### src/rtl/core/hid_active_key_list_top_defines.svh
// Assertion macros shared by the held-key list top level.
// Depends on a clock named clk and an active-low reset named rst_n in scope.
`ifndef HID_ACTIVE_KEY_LIST_TOP_DEFINES_SVH
`define HID_ACTIVE_KEY_LIST_TOP_DEFINES_SVH

`define HAKL_ASSERT_NOW(label, ante, cons) \
  label: assert property (@(posedge clk) disable iff (!rst_n) (ante) |-> (cons)) \
    else $error("held-key list check failed");

`define HAKL_ASSERT_NEXT(label, ante, cons) \
  label: assert property (@(posedge clk) disable iff (!rst_n) (ante) |=> (cons)) \
    else $error("held-key list check failed");

`endif

### src/rtl/core/hakl_pkg.sv
// Shared constants and controller/datapath interface types for the held-key list.
// No dependencies.
package hakl_pkg;

  localparam int MAX_KEYS = 6;
  localparam int CNT_W    = $clog2(MAX_KEYS + 1);
  localparam int IDX_W    = (MAX_KEYS > 1) ? $clog2(MAX_KEYS) : 1;

  localparam logic [7:0] EMPTY_CODE = 8'hFF;

  typedef struct packed {
    logic capture;
    logic update;
    logic emit;
  } hakl_cmd_t;

  typedef struct packed {
    logic out_busy;
    logic last;
  } hakl_status_t;

endpackage

### src/rtl/core/hakl_ctrl.sv
// Sequencing state machine for the held-key list.
// Depends on hakl_pkg for the command and status types.
module hakl_ctrl import hakl_pkg::*; (
  input  logic         clk,
  input  logic         rst_n,
  input  logic         in_valid,
  output logic         in_ready,
  input  hakl_status_t status,
  output hakl_cmd_t    cmd
);

  typedef enum logic [2:0] {
    ST_IDLE   = 3'b001,
    ST_UPDATE = 3'b010,
    ST_EMIT   = 3'b100
  } ctl_state_t;

  ctl_state_t state_r, state_nxt;

  always_comb begin
    state_nxt   = state_r;
    in_ready    = 1'b0;
    cmd.capture = 1'b0;
    cmd.update  = 1'b0;
    cmd.emit    = 1'b0;
    case (state_r)
      ST_IDLE: begin
        in_ready    = 1'b1;
        cmd.capture = in_valid;
        if (in_valid) begin
          state_nxt = ST_UPDATE;
        end
      end
      ST_UPDATE: begin
        cmd.update = 1'b1;
        state_nxt  = ST_EMIT;
      end
      ST_EMIT: begin
        if (!status.out_busy) begin
          cmd.emit = 1'b1;
          if (status.last) begin
            state_nxt = ST_IDLE;
          end
        end
      end
      default: begin
        state_nxt = ST_IDLE;
      end
    endcase
  end

  always_ff @(posedge clk) begin
    if (!rst_n) begin
      state_r <= ST_IDLE;
    end else begin
      state_r <= state_nxt;
    end
  end

endmodule

### src/rtl/core/hakl_datapath.sv
// Key list registers, parallel search, close-up shift and output register.
// Depends on hakl_pkg for sizes, the empty code and the interface types.
module hakl_datapath import hakl_pkg::*; (
  input  logic         clk,
  input  logic         rst_n,
  input  hakl_cmd_t    cmd,
  output hakl_status_t status,
  input  logic [7:0]   in_key_code,
  input  logic         in_key_is_modifier,
  input  logic         in_key_pressed,
  input  logic         cfg_wr_en,
  input  logic         cfg_wr_data,
  input  logic         out_ready,
  output logic         out_valid,
  output logic         out_list_changed,
  output logic         out_keyboard_off_notice,
  output logic         out_entry_valid,
  output logic [7:0]   out_entry_code,
  output logic         out_entry_is_modifier,
  output logic [2:0]   out_held_count,
  output logic         out_last_result
);

  logic [7:0]          codes_r [MAX_KEYS];
  logic [7:0]          codes_nxt [MAX_KEYS];
  logic [MAX_KEYS-1:0] mods_r, mods_nxt;
  logic [CNT_W-1:0]    total_r, total_nxt;
  logic [7:0]          ev_code_r;
  logic                ev_mod_r;
  logic                ev_press_r;
  logic                hit_r;
  logic [IDX_W-1:0]    hit_idx_r;
  logic                changed_r, changed_nxt;
  logic [IDX_W-1:0]    rd_idx_r, rd_idx_nxt;
  logic                enabled_r;

  logic [MAX_KEYS-1:0] match;
  logic [IDX_W-1:0]    hit_idx;
  logic                entry_valid;
  logic                out_valid_r;
  logic                out_changed_r, out_off_r, out_entry_valid_r, out_mod_r, out_last_r;
  logic [7:0]          out_code_r;
  logic [2:0]          out_count_r;

  always_comb begin
    match   = '0;
    hit_idx = '0;
    for (int i = 0; i < MAX_KEYS; i++) begin
      match[i] = (CNT_W'(i) < total_r) && (codes_r[i] == in_key_code) &&
                 (mods_r[i] == in_key_is_modifier);
    end
    for (int i = MAX_KEYS - 1; i >= 0; i--) begin
      if (match[i]) begin
        hit_idx = IDX_W'(i);
      end
    end
  end

  always_comb begin
    codes_nxt   = codes_r;
    mods_nxt    = mods_r;
    total_nxt   = total_r;
    changed_nxt = changed_r;
    rd_idx_nxt  = rd_idx_r;
    if (cmd.update) begin
      rd_idx_nxt  = '0;
      changed_nxt = 1'b0;
      if (hit_r) begin
        if (!ev_press_r) begin
          for (int i = 0; i < MAX_KEYS - 1; i++) begin
            if (IDX_W'(i) >= hit_idx_r) begin
              codes_nxt[i] = codes_r[i+1];
              mods_nxt[i]  = mods_r[i+1];
            end
          end
          codes_nxt[MAX_KEYS-1] = EMPTY_CODE;
          mods_nxt[MAX_KEYS-1]  = 1'b0;
          total_nxt             = total_r - CNT_W'(1);
          changed_nxt           = 1'b1;
        end
      end else if (ev_press_r && (total_r < CNT_W'(MAX_KEYS))) begin
        for (int i = 0; i < MAX_KEYS; i++) begin
          if (CNT_W'(i) == total_r) begin
            codes_nxt[i] = ev_code_r;
            mods_nxt[i]  = ev_mod_r;
          end
        end
        total_nxt   = total_r + CNT_W'(1);
        changed_nxt = 1'b1;
      end
    end
    if (cmd.emit && !status.last) begin
      rd_idx_nxt = rd_idx_r + IDX_W'(1);
    end
  end

  assign entry_valid     = changed_r && enabled_r && (total_r != '0);
  assign status.last     = !entry_valid || ((CNT_W'(rd_idx_r) + CNT_W'(1)) == total_r);
  assign status.out_busy = out_valid_r && !out_ready;

  always_ff @(posedge clk) begin
    if (!rst_n) begin
      for (int i = 0; i < MAX_KEYS; i++) begin
        codes_r[i] <= EMPTY_CODE;
      end
      mods_r      <= '0;
      total_r     <= '0;
      enabled_r   <= 1'b1;
      out_valid_r <= 1'b0;
      changed_r   <= 1'b0;
      rd_idx_r    <= '0;
    end else begin
      codes_r   <= codes_nxt;
      mods_r    <= mods_nxt;
      total_r   <= total_nxt;
      changed_r <= changed_nxt;
      rd_idx_r  <= rd_idx_nxt;
      if (cfg_wr_en) begin
        enabled_r <= cfg_wr_data;
      end
      if (cmd.emit) begin
        out_valid_r <= 1'b1;
      end else if (out_ready) begin
        out_valid_r <= 1'b0;
      end
    end
  end

  always_ff @(posedge clk) begin
    if (cmd.capture) begin
      ev_code_r  <= in_key_code;
      ev_mod_r   <= in_key_is_modifier;
      ev_press_r <= in_key_pressed;
      hit_r      <= |match;
      hit_idx_r  <= hit_idx;
    end
    if (cmd.emit) begin
      out_changed_r     <= changed_r;
      out_off_r         <= changed_r && !enabled_r;
      out_entry_valid_r <= entry_valid;
      out_code_r        <= entry_valid ? codes_r[rd_idx_r] : EMPTY_CODE;
      out_mod_r         <= entry_valid ? mods_r[rd_idx_r] : 1'b0;
      out_count_r       <= 3'(total_r);
      out_last_r        <= status.last;
    end
  end

  assign out_valid               = out_valid_r;
  assign out_list_changed        = out_changed_r;
  assign out_keyboard_off_notice = out_off_r;
  assign out_entry_valid         = out_entry_valid_r;
  assign out_entry_code          = out_code_r;
  assign out_entry_is_modifier   = out_mod_r;
  assign out_held_count          = out_count_r;
  assign out_last_result         = out_last_r;

endmodule

### src/rtl/core/hid_active_key_list_top.sv
// Held-key list for a keyboard report: accepts key events and streams the list or a status beat.
// Top level joining hakl_ctrl and hakl_datapath; uses hakl_pkg and the assertion macro header.
// Each key event is searched against the held list in the cycle it is accepted, the list is
// updated in the next cycle, and the results then leave through an output register at one beat
// per cycle while the output side is ready, so an event yields N beats (one to MAX_KEYS);
// any output stall holds the beats back. A new event is taken only once the previous one has
// placed its final beat in the output register.
module hid_active_key_list_top import hakl_pkg::*; (
  input  logic       clk,
  input  logic       rst_n,
  input  logic       cfg_wr_en,
  input  logic       cfg_wr_data,
  input  logic       in_valid,
  output logic       in_ready,
  input  logic [7:0] in_key_code,
  input  logic       in_key_is_modifier,
  input  logic       in_key_pressed,
  output logic       out_valid,
  input  logic       out_ready,
  output logic       out_list_changed,
  output logic       out_keyboard_off_notice,
  output logic       out_entry_valid,
  output logic [7:0] out_entry_code,
  output logic       out_entry_is_modifier,
  output logic [2:0] out_held_count,
  output logic       out_last_result
);

  `include "hid_active_key_list_top_defines.svh"

  hakl_cmd_t    cmd;
  hakl_status_t status;

  hakl_ctrl u_ctrl (
    .clk      (clk),
    .rst_n    (rst_n),
    .in_valid (in_valid),
    .in_ready (in_ready),
    .status   (status),
    .cmd      (cmd)
  );

  hakl_datapath u_datapath (
    .clk                     (clk),
    .rst_n                   (rst_n),
    .cmd                     (cmd),
    .status                  (status),
    .in_key_code             (in_key_code),
    .in_key_is_modifier      (in_key_is_modifier),
    .in_key_pressed          (in_key_pressed),
    .cfg_wr_en               (cfg_wr_en),
    .cfg_wr_data             (cfg_wr_data),
    .out_ready               (out_ready),
    .out_valid               (out_valid),
    .out_list_changed        (out_list_changed),
    .out_keyboard_off_notice (out_keyboard_off_notice),
    .out_entry_valid         (out_entry_valid),
    .out_entry_code          (out_entry_code),
    .out_entry_is_modifier   (out_entry_is_modifier),
    .out_held_count          (out_held_count),
    .out_last_result         (out_last_result)
  );

  `HAKL_ASSERT_NEXT(a_no_accept_while_updating, in_valid && in_ready, !in_ready)
  `HAKL_ASSERT_NOW(a_entry_needs_change, out_valid && out_entry_valid,
                   out_list_changed && !out_keyboard_off_notice && (out_held_count != 3'd0))
  `HAKL_ASSERT_NOW(a_notice_is_single, out_valid && out_keyboard_off_notice,
                   out_list_changed && !out_entry_valid && out_last_result)
  `HAKL_ASSERT_NOW(a_no_change_is_single, out_valid && !out_list_changed,
                   !out_entry_valid && out_last_result && (out_entry_code == EMPTY_CODE))

endmodule
### config.mk
export PLATFORM = sky130hd
export DESIGN_NAME = hid_active_key_list_top
export DESIGN_NICKNAME = d
export VERILOG_FILES = /design/src/rtl/core/hakl_pkg.sv /design/src/rtl/core/hakl_ctrl.sv /design/src/rtl/core/hakl_datapath.sv /design/src/rtl/core/hid_active_key_list_top.sv
export VERILOG_INCLUDE_DIRS = /design/src /design/src/rtl/core
export SDC_FILE = /design/constraint.sdc
export NUM_CORES = 1
export LEC_CHECK = 0
export BUFFER_PORTS_ARGS = -buffer_cell sky130_fd_sc_hd__buf_2
export CAP_MARGIN = 10
export CORE_MARGIN = 5
export CORE_UTILIZATION = 55
export CTS_CLUSTER_DIAMETER = 50
export DETAILED_ROUTE_END_ITERATION = 8
export GPL_TIMING_DRIVEN = 0
export PLACE_DENSITY = 0.7
export SLEW_MARGIN = 20
export SYNTH_ARGS = -nofsm -noshare
export SYNTH_HDL_FRONTEND = slang
export SYNTH_SLANG_ARGS = --single-unit
### constraint.sdc
create_clock -name clk -period 3.8 [get_ports clk]
set_input_delay 0.38 -clock clk [delete_from_list [all_inputs] [get_ports clk]]
set_output_delay 0.38 -clock clk [all_outputs]
set_load 0.05 [all_outputs]
# Word level (Yosys, flattened, before mapping)
# Cells that the tools add are included.
# totals
reg_bits	96
output_inout_bits	18
wordCells	182
# op_classes
add_sub_neg	3
n_lt_le_gt_ge	14
n_eq_ne	30
muxes	57
bitwise	1
reduce_logical	45
# op_table
operator	n
48-bit two-way mux	3
8-bit two-way mux	13
8-bit equality test	6
3-bit two-way mux	10
5-bit AND reduction	5
8-bit binary-select mux with 3-bit select	1
1-bit two-way mux	23
1-bit logical AND	18
6-bit two-way mux	3
2-bit nonzero test	9
2-bit != test (second input constant)	8
3-bit one-hot mux with 3 select lines	1
3-bit by 1-bit adder with 3-bit output (second input constant)	2
1-bit equality test	6
2-bit by 3-bit equality test with 1-bit output (first input constant)	2
3-bit equality test (first input constant)	2
1-bit by 3-bit greater-or-equal comparator with 1-bit output (first input constant)	2
2-bit by 3-bit greater-or-equal comparator with 1-bit output (first input constant)	2
1-bit by 3-bit < comparator with 1-bit output (first input constant)	2
2-bit by 3-bit < comparator with 1-bit output (first input constant)	2
3-bit < comparator (first input constant)	2
3-bit AND reduction	2
6-bit OR reduction	1
4-bit greater-or-equal comparator (second input constant)	1
20 further kinds	24

# Depth between registers and ports, before layout
# Gate-level depths: netlist of run 1.
# depth
depth_word	8
mapped_depth	10

# Hierarchy
# From an unflattened synthesis of run 1, not the netlist that was laid out.
# unflattened
hier_cells	527
hier_area_um2	5032.3
# modules_own_cells
module	n_inst	cells_each	area_each_um2	seq_area_each_um2
hakl_datapath	1	510	4868.4	2162.1
hakl_ctrl	1	17	163.9	60.1

# Worst setup path after synthesis of run 1
# No wires, ideal clock.
# synth_path
path_type	flip-flop to flip-flop
startpoint	register u_ctrl.state_r[1]
endpoint	register u_datapath.ev_code_r[0] (enable)
t_arrival_ns	2.133
t_required_ns	3.433
path_slack_ns	1.300
path_stages_with_launch	3
n_path_buf	0
synth_period_minus_slack_ns	2.500
path_cell_list	dfxtp_1 -> nor3b_1 -> and2_1
# synth_rtl
item	line_no	rtl
from (decl)	hakl_ctrl.sv:18	ctl_state_t state_r, state_nxt;
from (signal assigned)	hakl_ctrl.sv:56	state_r <= state_nxt;
to (signal assigned)	hakl_datapath.sv:131	ev_code_r <= in_key_code;
to (decl)	hakl_datapath.sv:28	logic [7:0] ev_code_r;

# Final worst setup path of run 1
# layout_path
startpoint	register u_datapath.total_r[1]
endpoint	register u_datapath.out_code_r[0], in the netlist u_datapath.out_entry_code[0], data pin
# layout_between
elab_chain_len	2
# layout_rtl
item	line_no	rtl
from (decl)	hakl_datapath.sv:27	logic [CNT_W-1:0] total_r, total_nxt;
from (signal assigned)	hakl_datapath.sv:115	total_r <= total_nxt;
3-bit nonzero test	hakl_datapath.sv:97	assign entry_valid = changed_r && enabled_r && (total_r != '0);
1-bit logical AND	hakl_datapath.sv:97	
net u_datapath.entry_valid	hakl_datapath.sv:39	logic entry_valid;
to (signal assigned)	hakl_datapath.sv:141	out_code_r <= entry_valid ? codes_r[rd_idx_r] : EMPTY_CODE;
to (decl)	hakl_datapath.sv:42	logic [7:0] out_code_r;
# The timed path passes the listed nets, and every way through them passes these cells.
# A chain may end at the register's enable or synchronous reset.

==> flow_metrics.tcl, run 1 <==
set metrics [dict create \
    grt_usage 0.2581 \
    power_density_nw_per_um2 341.2 \
    slew_violations 0 \
    place_hpwl_mm 10.69 \
    cts_max_level 3 \
    fin_crit_ns 2.461 \
    die_y_um 107.1 \
    fmax_ghz 0.4064 \
    syn_to_final_growth_pct 9.703 \
    cts_root_buf "clkbuf_8" \
    num_io_pins 34 \
    vias 4304 \
    grt_max_degree 19 \
    row_count 35 \
    antenna_cells 0 \
    cts_setup_buffers 0 \
    cp_slowest_cell "dfxtp_1" \
    yosysWarningCount 0 \
    clockBufferDepth 2 \
    coreArea_um2 9196 \
    fin_worst_skew_ns 0.01201 \
    synth-main-ff-cell "dfxtp_1" \
    area.sequential_um2 2222 \
    place_ws_ns 1.413 \
    drive_gt1_frac 0.1675 \
    netlist_instances 548 \
    finalSetupTns_ns 0 \
    crit_type "reg -> reg" \
    fp.dieW_um 107.1 \
    ys_seq_area_frac 0.4287 \
    io_buffers 33 \
    cap_violations 0 \
    start_kind "flop" \
    cts_resized 0 \
    synth.area.top_cells "dfxtp_1 (25%), edfxtp_1 (17%), xnor2_1 (5.6%)" \
    vdd_drop_max_v 0.0001762 \
    synth_top_area_share 0.2549 \
    status "finished clean" \
    crit_fanout 10 \
    tritoncts "done" \
    synth_top_cell_by_area "dfxtp_1" \
    cts_sinks 96 \
    dieArea_um2 11470 \
    syn_nets 570 \
    cts_buffers 9 \
    yosysUniqueCellTypes 47 \
    fin_crit_sh 0.6476 \
    fillers 790 \
    wirelength_mm 14.38 \
    grt_pass1_vias 4143 \
    slowest_delay_ns 0.54 \
    antenna_found_initial 0 \
    place.gp.congestion 0.9365 \
    fin_ws_ns 1.339 \
    crit_chain "inv_1 -> ha_1 -> nand2b_1 -> and3_1 -> clkbuf_1 -> o311ai_0" \
    leakage_nw 2.302 \
    vias_per_cell 6.079 \
    finalSetupViolCount 0 \
    netlist_area_um2 5184 \
    endpoint_kind "flop" \
    arrival_ns 2.50 \
    cp.required_ns 3.84 \
    critical_path.top_delay_family "buffers and inverters" \
    final_antenna_net_count 0 \
    rsz0062_at_grt "false" \
    start_util 0.5637 \
    insertion_delay_ns 0.37 \
    hp-class "in -> reg" \
    drc_errors 0 \
    firstDrtPassIters 6 \
    syn_avg_cell_area_um2 9.459 \
    synth_edf_count 30 \
    ys_ff_latch 96 \
    crit_buf_inv 2 \
    slew_headroom 0.4504 \
    grt_pass1_wl_mm 22.67 \
    power.total_w 0.001940 \
    grt_overflow_total 0 \
    synth_common_cells "dfxtp_1 (66), nand2_1 (64), nor2_1 (49)" \
    wire_per_inst_um 20.31 \
    fin_nets 614 \
    yosysMostFrequentCell "dfxtp_1" \
    postLayoutCoreUtil 0.6184 \
    worstMarginPinSlew_ns 0.8206 \
    cts_hold_buf 0 \
    clkTransAtPathRegs_ns 0.10 \
    multi_input_area_um2 2736 \
    drt_iter0_markers 388 \
    async_flop_share 0 \
    finalHoldViolCount 0 \
]
state kept, by name (all words and copies together) (netlist names), 6 cells and up:
register,cells
u_datapath.codes_r,48
u_datapath.out_entry_code,8
u_datapath.mods_r,6
u_datapath.ev_code_r,8
routing by layer:
layer / share of wire / GRT usage / routed length (um)
met1: 0.42 / 0.3404 / 5990
met2: 0.47 / 0.4281 / 6795
met3: 0.077 / 0.03311 / 1114
met4: 0.033 / 0.1059 / 476
met5: 0 / 0 / 0
path summary, 6_finish.rpt:
path	startpoint	endpoint	slack, ns	depth (start not counted)
setup / recovery	u_datapath.total_r[1]$_SDFFE_PN0P_	u_datapath.out_entry_code[0]$_SDFFCE_PP1P_	1.34	6
hold reg to reg	u_datapath.total_r[0]$_SDFFE_PN0P_	u_datapath.out_held_count[0]$_DFFE_PP_	0.51	0
setup reg to reg	u_datapath.total_r[1]$_SDFFE_PN0P_	u_datapath.out_entry_code[0]$_SDFFCE_PP1P_	1.34	6
hold / removal	in_key_pressed	u_datapath.ev_press_r$_DFFE_PP_	0.18	1
through the flow:
stage	hold WS, ns	cell area, um2	std cells
after CTS	0.1815	5687	708
after floorplan	0.4360	5184	548
after global placement	0.4817	5488	692
after global routing	0.1800	5687	708
after detailed placement	0.4954	5490	692
final	0.1833	5687	708
area by class of cell:
cell class	instances	area share
clock inverter	7	0.01276
inverter	4	0.002640
clock buffer	9	0.02178
sequential	96	0.3908
buffer	39	0.03740
tap	111	0.02442
multi-input combinational	409	0.4812
timing repair buffer	33	0.02904
cell usage in the layout (no fill, tap or decap), types with 3 or more instances in the layout:
| cell | count |
|---|---|
| dfxtp_1 | 66 |
| nand2_1 | 64 |
| buf_2 | 50 |
| nor2_1 | 49 |
| and3_1 | 37 |
| xnor2_1 | 33 |
| edfxtp_1 | 30 |
| xor2_1 | 27 |
| o21ai_1 | 25 |
| o21ai_0 | 21 |
| clkbuf_1 | 15 |
| nor2b_1 | 12 |
| nand2b_1 | 12 |
| nor3_1 | 12 |
| a21oi_1 | 11 |
| mux2i_1 | 11 |
| o211ai_2 | 9 |
| a21boi_0 | 9 |
| mux4_2 | 9 |
| clkbuf_8 | 9 |
| nand4_1 | 8 |
| nor4_1 | 8 |
| o311ai_0 | 8 |
| ha_1 | 6 |
| buf_6 | 5 |
| o211a_1 | 5 |
| clkinv_4 | 4 |
| nor3b_1 | 3 |
| inv_1 | 3 |
| and2_1 | 3 |
| nand3_1 | 3 |
| o21a_1 | 3 |
| clkinv_1 | 3 |
| a21boi_1 | 3 |
power breakdown:
group | switching [W] | leakage [nW] | internal (W)
Combinational | 0.000112 | 1.43 | 0.0000587
Sequential | 0.0000116 | 0.777 | 0.00107
Clock | 0.000383 | 0.0985 | 0.000305
worst register-to-register path: stages (launching register included):
cell and delay (ns):
dfxtp_1 0.54, inv_1 0.21, ha_1 0.25, nand2b_1 0.15
and3_1 0.21, clkbuf_1 0.39, o311ai_0 0.38
logic make-up (layout without fill, tap and decap cells):
kind of cell	count (synthesis)	in the layout	synth area share
adders and majority gates	6	6	0.01448
xor gates and xnor gates	60	60	0.1014
muxes	22	22	0.06469
DFF	96	96	0.4287
AOI/OAI and AO/OA	100	100	0.1340
and+or+nand+nor	221	221	0.2129
buffers and inverters	43	92	0.04393
Note: power is estimated with default switching activity, not from simulation.
==> run 2: changes to the inputs <==
--- a/config.mk
+++ b/config.mk
@@ -6,6 +6,7 @@
 export SDC_FILE = /design/constraint.sdc
 export NUM_CORES = 1
 export LEC_CHECK = 0
+export ABC_AREA = 1
 export BUFFER_PORTS_ARGS = -buffer_cell sky130_fd_sc_hd__buf_2
 export CAP_MARGIN = 10
 export CORE_MARGIN = 5
@@ -13,7 +14,7 @@
 export CTS_CLUSTER_DIAMETER = 50
 export DETAILED_ROUTE_END_ITERATION = 8
 export GPL_TIMING_DRIVEN = 0
-export PLACE_DENSITY = 0.7
+export PLACE_DENSITY = 0.73
 export SLEW_MARGIN = 20
 export SYNTH_ARGS = -nofsm -noshare
 export SYNTH_HDL_FRONTEND = slang
==> constraint.sdc (replaced) <==
create_clock -name clk -period 2.23 [get_ports clk]
set_input_delay 0.223 -clock clk [delete_from_list [all_inputs] [get_ports clk]]
set_output_delay 0.223 -clock clk [all_outputs]
set_load 0.05 [all_outputs]
==> flow_metrics.tcl, run 2 <==
set metrics [dict create \
    status "finished clean" \
    coreArea_um2 9594 \
    cts_setup_buffers 0 \
    place.gp.congestion 0.9669 \
    yosysUniqueCellTypes 38 \
    syn_avg_cell_area_um2 7.504 \
    met1_usage 0.4109 \
    synth_xor_area_frac 0.03283 \
    met3_usage 0.08299 \
    cts_root_buf "clkbuf_8" \
    row_count 36 \
    cts_sinks 96 \
    synth_top_area_share 0.2477 \
    dieArea_um2 11770 \
    antenna_cells 0 \
    cts_buffers 9 \
    endpoint_kind "flop" \
    synth_top_cell_by_area "dfxtp_1" \
    r2r_setup_slack_ns 0.21 \
    syn_nets 733 \
    largest_register "u_datapath.codes_r" \
    place_ws_ns 0.1672 \
    fin_ws_ns 0.2132 \
    finalHoldViolCount 0 \
    clkTransAtPathRegs_ns 0.10 \
    grtUsageMet2 0.4912 \
    fin_nets 778 \
    start_kind "flop" \
    yosysMostFrequentCell "o21ai_0" \
    grt_pass1_vias 5004 \
    postLayoutCoreUtil 0.6161 \
    drt_iter0_markers 616 \
    synthMuxAreaShare 0 \
    syn_to_final_growth_pct 10.79 \
    cts_max_level 3 \
    worstMarginPinSlew_ns 0.9416 \
    post-place-cells 876 \
    clockBufferDepth 2 \
    wirelength_mm 17.98 \
    drive_gt1_frac 0.1419 \
    start_util 0.5561 \
    synth_compound_area_frac 0.2502 \
    grt_overflow_total 0 \
    finalSetupTns_ns 0 \
    leakage_nw 2.628 \
    num_io_pins 34 \
    reg2regPathDepth 8 \
    antenna_found_initial 0 \
    mostFrequentLayoutCells "o21ai_0 (116), nand2_1 (114), inv_1 (85), a21oi_1 (66), dfxtp_1 (66)" \
    fin_crit_ns 2.017 \
    synth_edf_count 30 \
    layout_commonest_cell "o21ai_0" \
    synth_fa_ha_area_frac 0.01407 \
    top_usage_layer "met2" \
    final_area_um2 5911 \
    fmax_ghz 0.4958 \
    slew_headroom 0.3716 \
    place_hpwl_mm 13.23 \
    final_antenna_net_count 0 \
    synth.area.top_cells "dfxtp_1 (25%), edfxtp_1 (17%), o21ai_0 (11%)" \
    fin_crit_sh 0.9044 \
    hold_end "u_datapath.enabled_r$_SDFFE_PN1P_" \
    rsz0062_at_grt "false" \
    synth_common_cells "o21ai_0 (116), nand2_1 (114), inv_1 (85)" \
    r2r-end "u_datapath.hit_idx_r[0]$_SDFFCE_PP0P_" \
    grt_pass1_wl_mm 27.72 \
    min_from "cfg_wr_en" \
    fp.dieW_um 108.5 \
    grt_usage 0.3192 \
    hold-path-cell-count 2 \
    fin_worst_skew_ns 0.01360 \
    slew_violations 0 \
    synth-main-ff-cell "dfxtp_1" \
    ys_ff_latch 96 \
    synth_top_family_by_area "compound AO/OA/AOI/OAI gates" \
    wire_per_inst_um 20.11 \
    vias_per_cell 5.912 \
    tritoncts "done" \
    finalSetupViolCount 0 \
    crit_fanout 7 \
    yosysWarningCount 0 \
    insertion_delay_ns 0.39 \
    die_y_um 108.5 \
    worstReg2RegStart "u_datapath.total_r[1]$_SDFFE_PN0P_" \
    cap_violations 0 \
    firstDrtPassIters 6 \
    netlist_instances 711 \
    post_dp_cell_area_um2 5672 \
    ys_seq_area_frac 0.4165 \
    drc_errors 0 \
    crit_type "reg -> reg" \
    vias 5285 \
    cp.required_ns 2.37 \
    power_density_nw_per_um2 605.1 \
    grt_max_degree 21 \
    finalNonFillerCells 894 \
    vdd_drop_max_v 0.0004516 \
    async_flop_share 0 \
    largest_register_ffs 48 \
    io_buffers 32 \
    arrival_ns 2.16 \
    hp-class "in -> reg" \
    netlist_area_um2 5335 \
    yosys.area_share.simple 0.1740 \
]
-- run 2: power by group --
group          leakage (nW)  switching [W]  internal [W]
clock                 0.110       0.000650      0.000633
sequential            0.809      0.0000283       0.00184
combinational          1.71       0.000310      0.000116
total                  2.63       0.000989       0.00259
-- run 2: worst max-delay path by stage --
stage                                             from                               endpoint  slack (ns)  cells past startpoint
floorplan               u_ctrl.state_r[0]$_SDFFE_PN1P_      u_datapath.ev_code_r[0]$_DFFE_PP_        0.18                      4
global placement        u_ctrl.state_r[0]$_SDFFE_PN1P_    u_datapath.rd_idx_r[0]$_SDFFE_PN0P_      -0.002                      6
detailed placement                      in_key_code[5]  u_datapath.hit_idx_r[2]$_SDFFCE_PP0P_        0.17                     10
CTS                 u_datapath.total_r[1]$_SDFFE_PN0P_     u_datapath.codes_r[8]$_SDFFE_PN1P_        0.28                      9
global route        u_datapath.total_r[1]$_SDFFE_PN0P_     u_datapath.codes_r[8]$_SDFFE_PN1P_         0.1                      9
finish              u_datapath.total_r[1]$_SDFFE_PN0P_  u_datapath.hit_idx_r[0]$_SDFFCE_PP0P_        0.21                      8
-- run 2: cell families after synthesis --
group,count (synthesis)
AOI/OAI and AO/OA,238
xor gates and xnor gates,20
adders and majority gates,6
buffers and inverters,137
DFF,96
and+or+nand+nor,214
-- run 2: layout make-up --
cell class,instances,area [um2]
Buffer,38,212.7
Clock buffer,9,123.9
Clock inverter,7,95.09
Fill cell,924,3684
Inverter,99,386.6
Multi-Input combinational cell,478,2524
Sequential cell,96,2222
Tap cell,133,166.4
Timing Repair Buffer,34,180.2
-- run 2: critical path: stages (launching register included) --
cell	delay [ns]
dfxtp_1	0.38
buf_2	0.21
inv_1	0.13
o21ai_0	0.43
nand2_1	0.09
nor3_1	0.19
nand3b_1	0.11
nand2_1	0.14
a21oi_1	0.08
-- run 2: layer usage --
metal  part of all wire  wire length (um)
met1               0.40              7217
met2               0.45              8048
met3               0.10              1877
met4              0.046               836
met5                  0                 0
-- run 2: timing repair --
action,in CTS,in global routing
hold buffers,1,1
hold endpoints to repair,1,1
gates resized for setup,0,0
-- run 2: metrics by stage --
| step | total power (W) | hold WS, ns |
|---|---|---|
| 5_1_grt | 0.003698 | 0.007399 |
| 4_1_cts | 0.003569 | 0.005891 |
| 3_3_place_gp | 0.002314 | 0.4019 |
| 6_report | 0.003577 | 0.01958 |
| 3_5_place_dp | 0.002316 | 0.4011 |
| 2_1_floorplan | 0.002170 | 0.3219 |
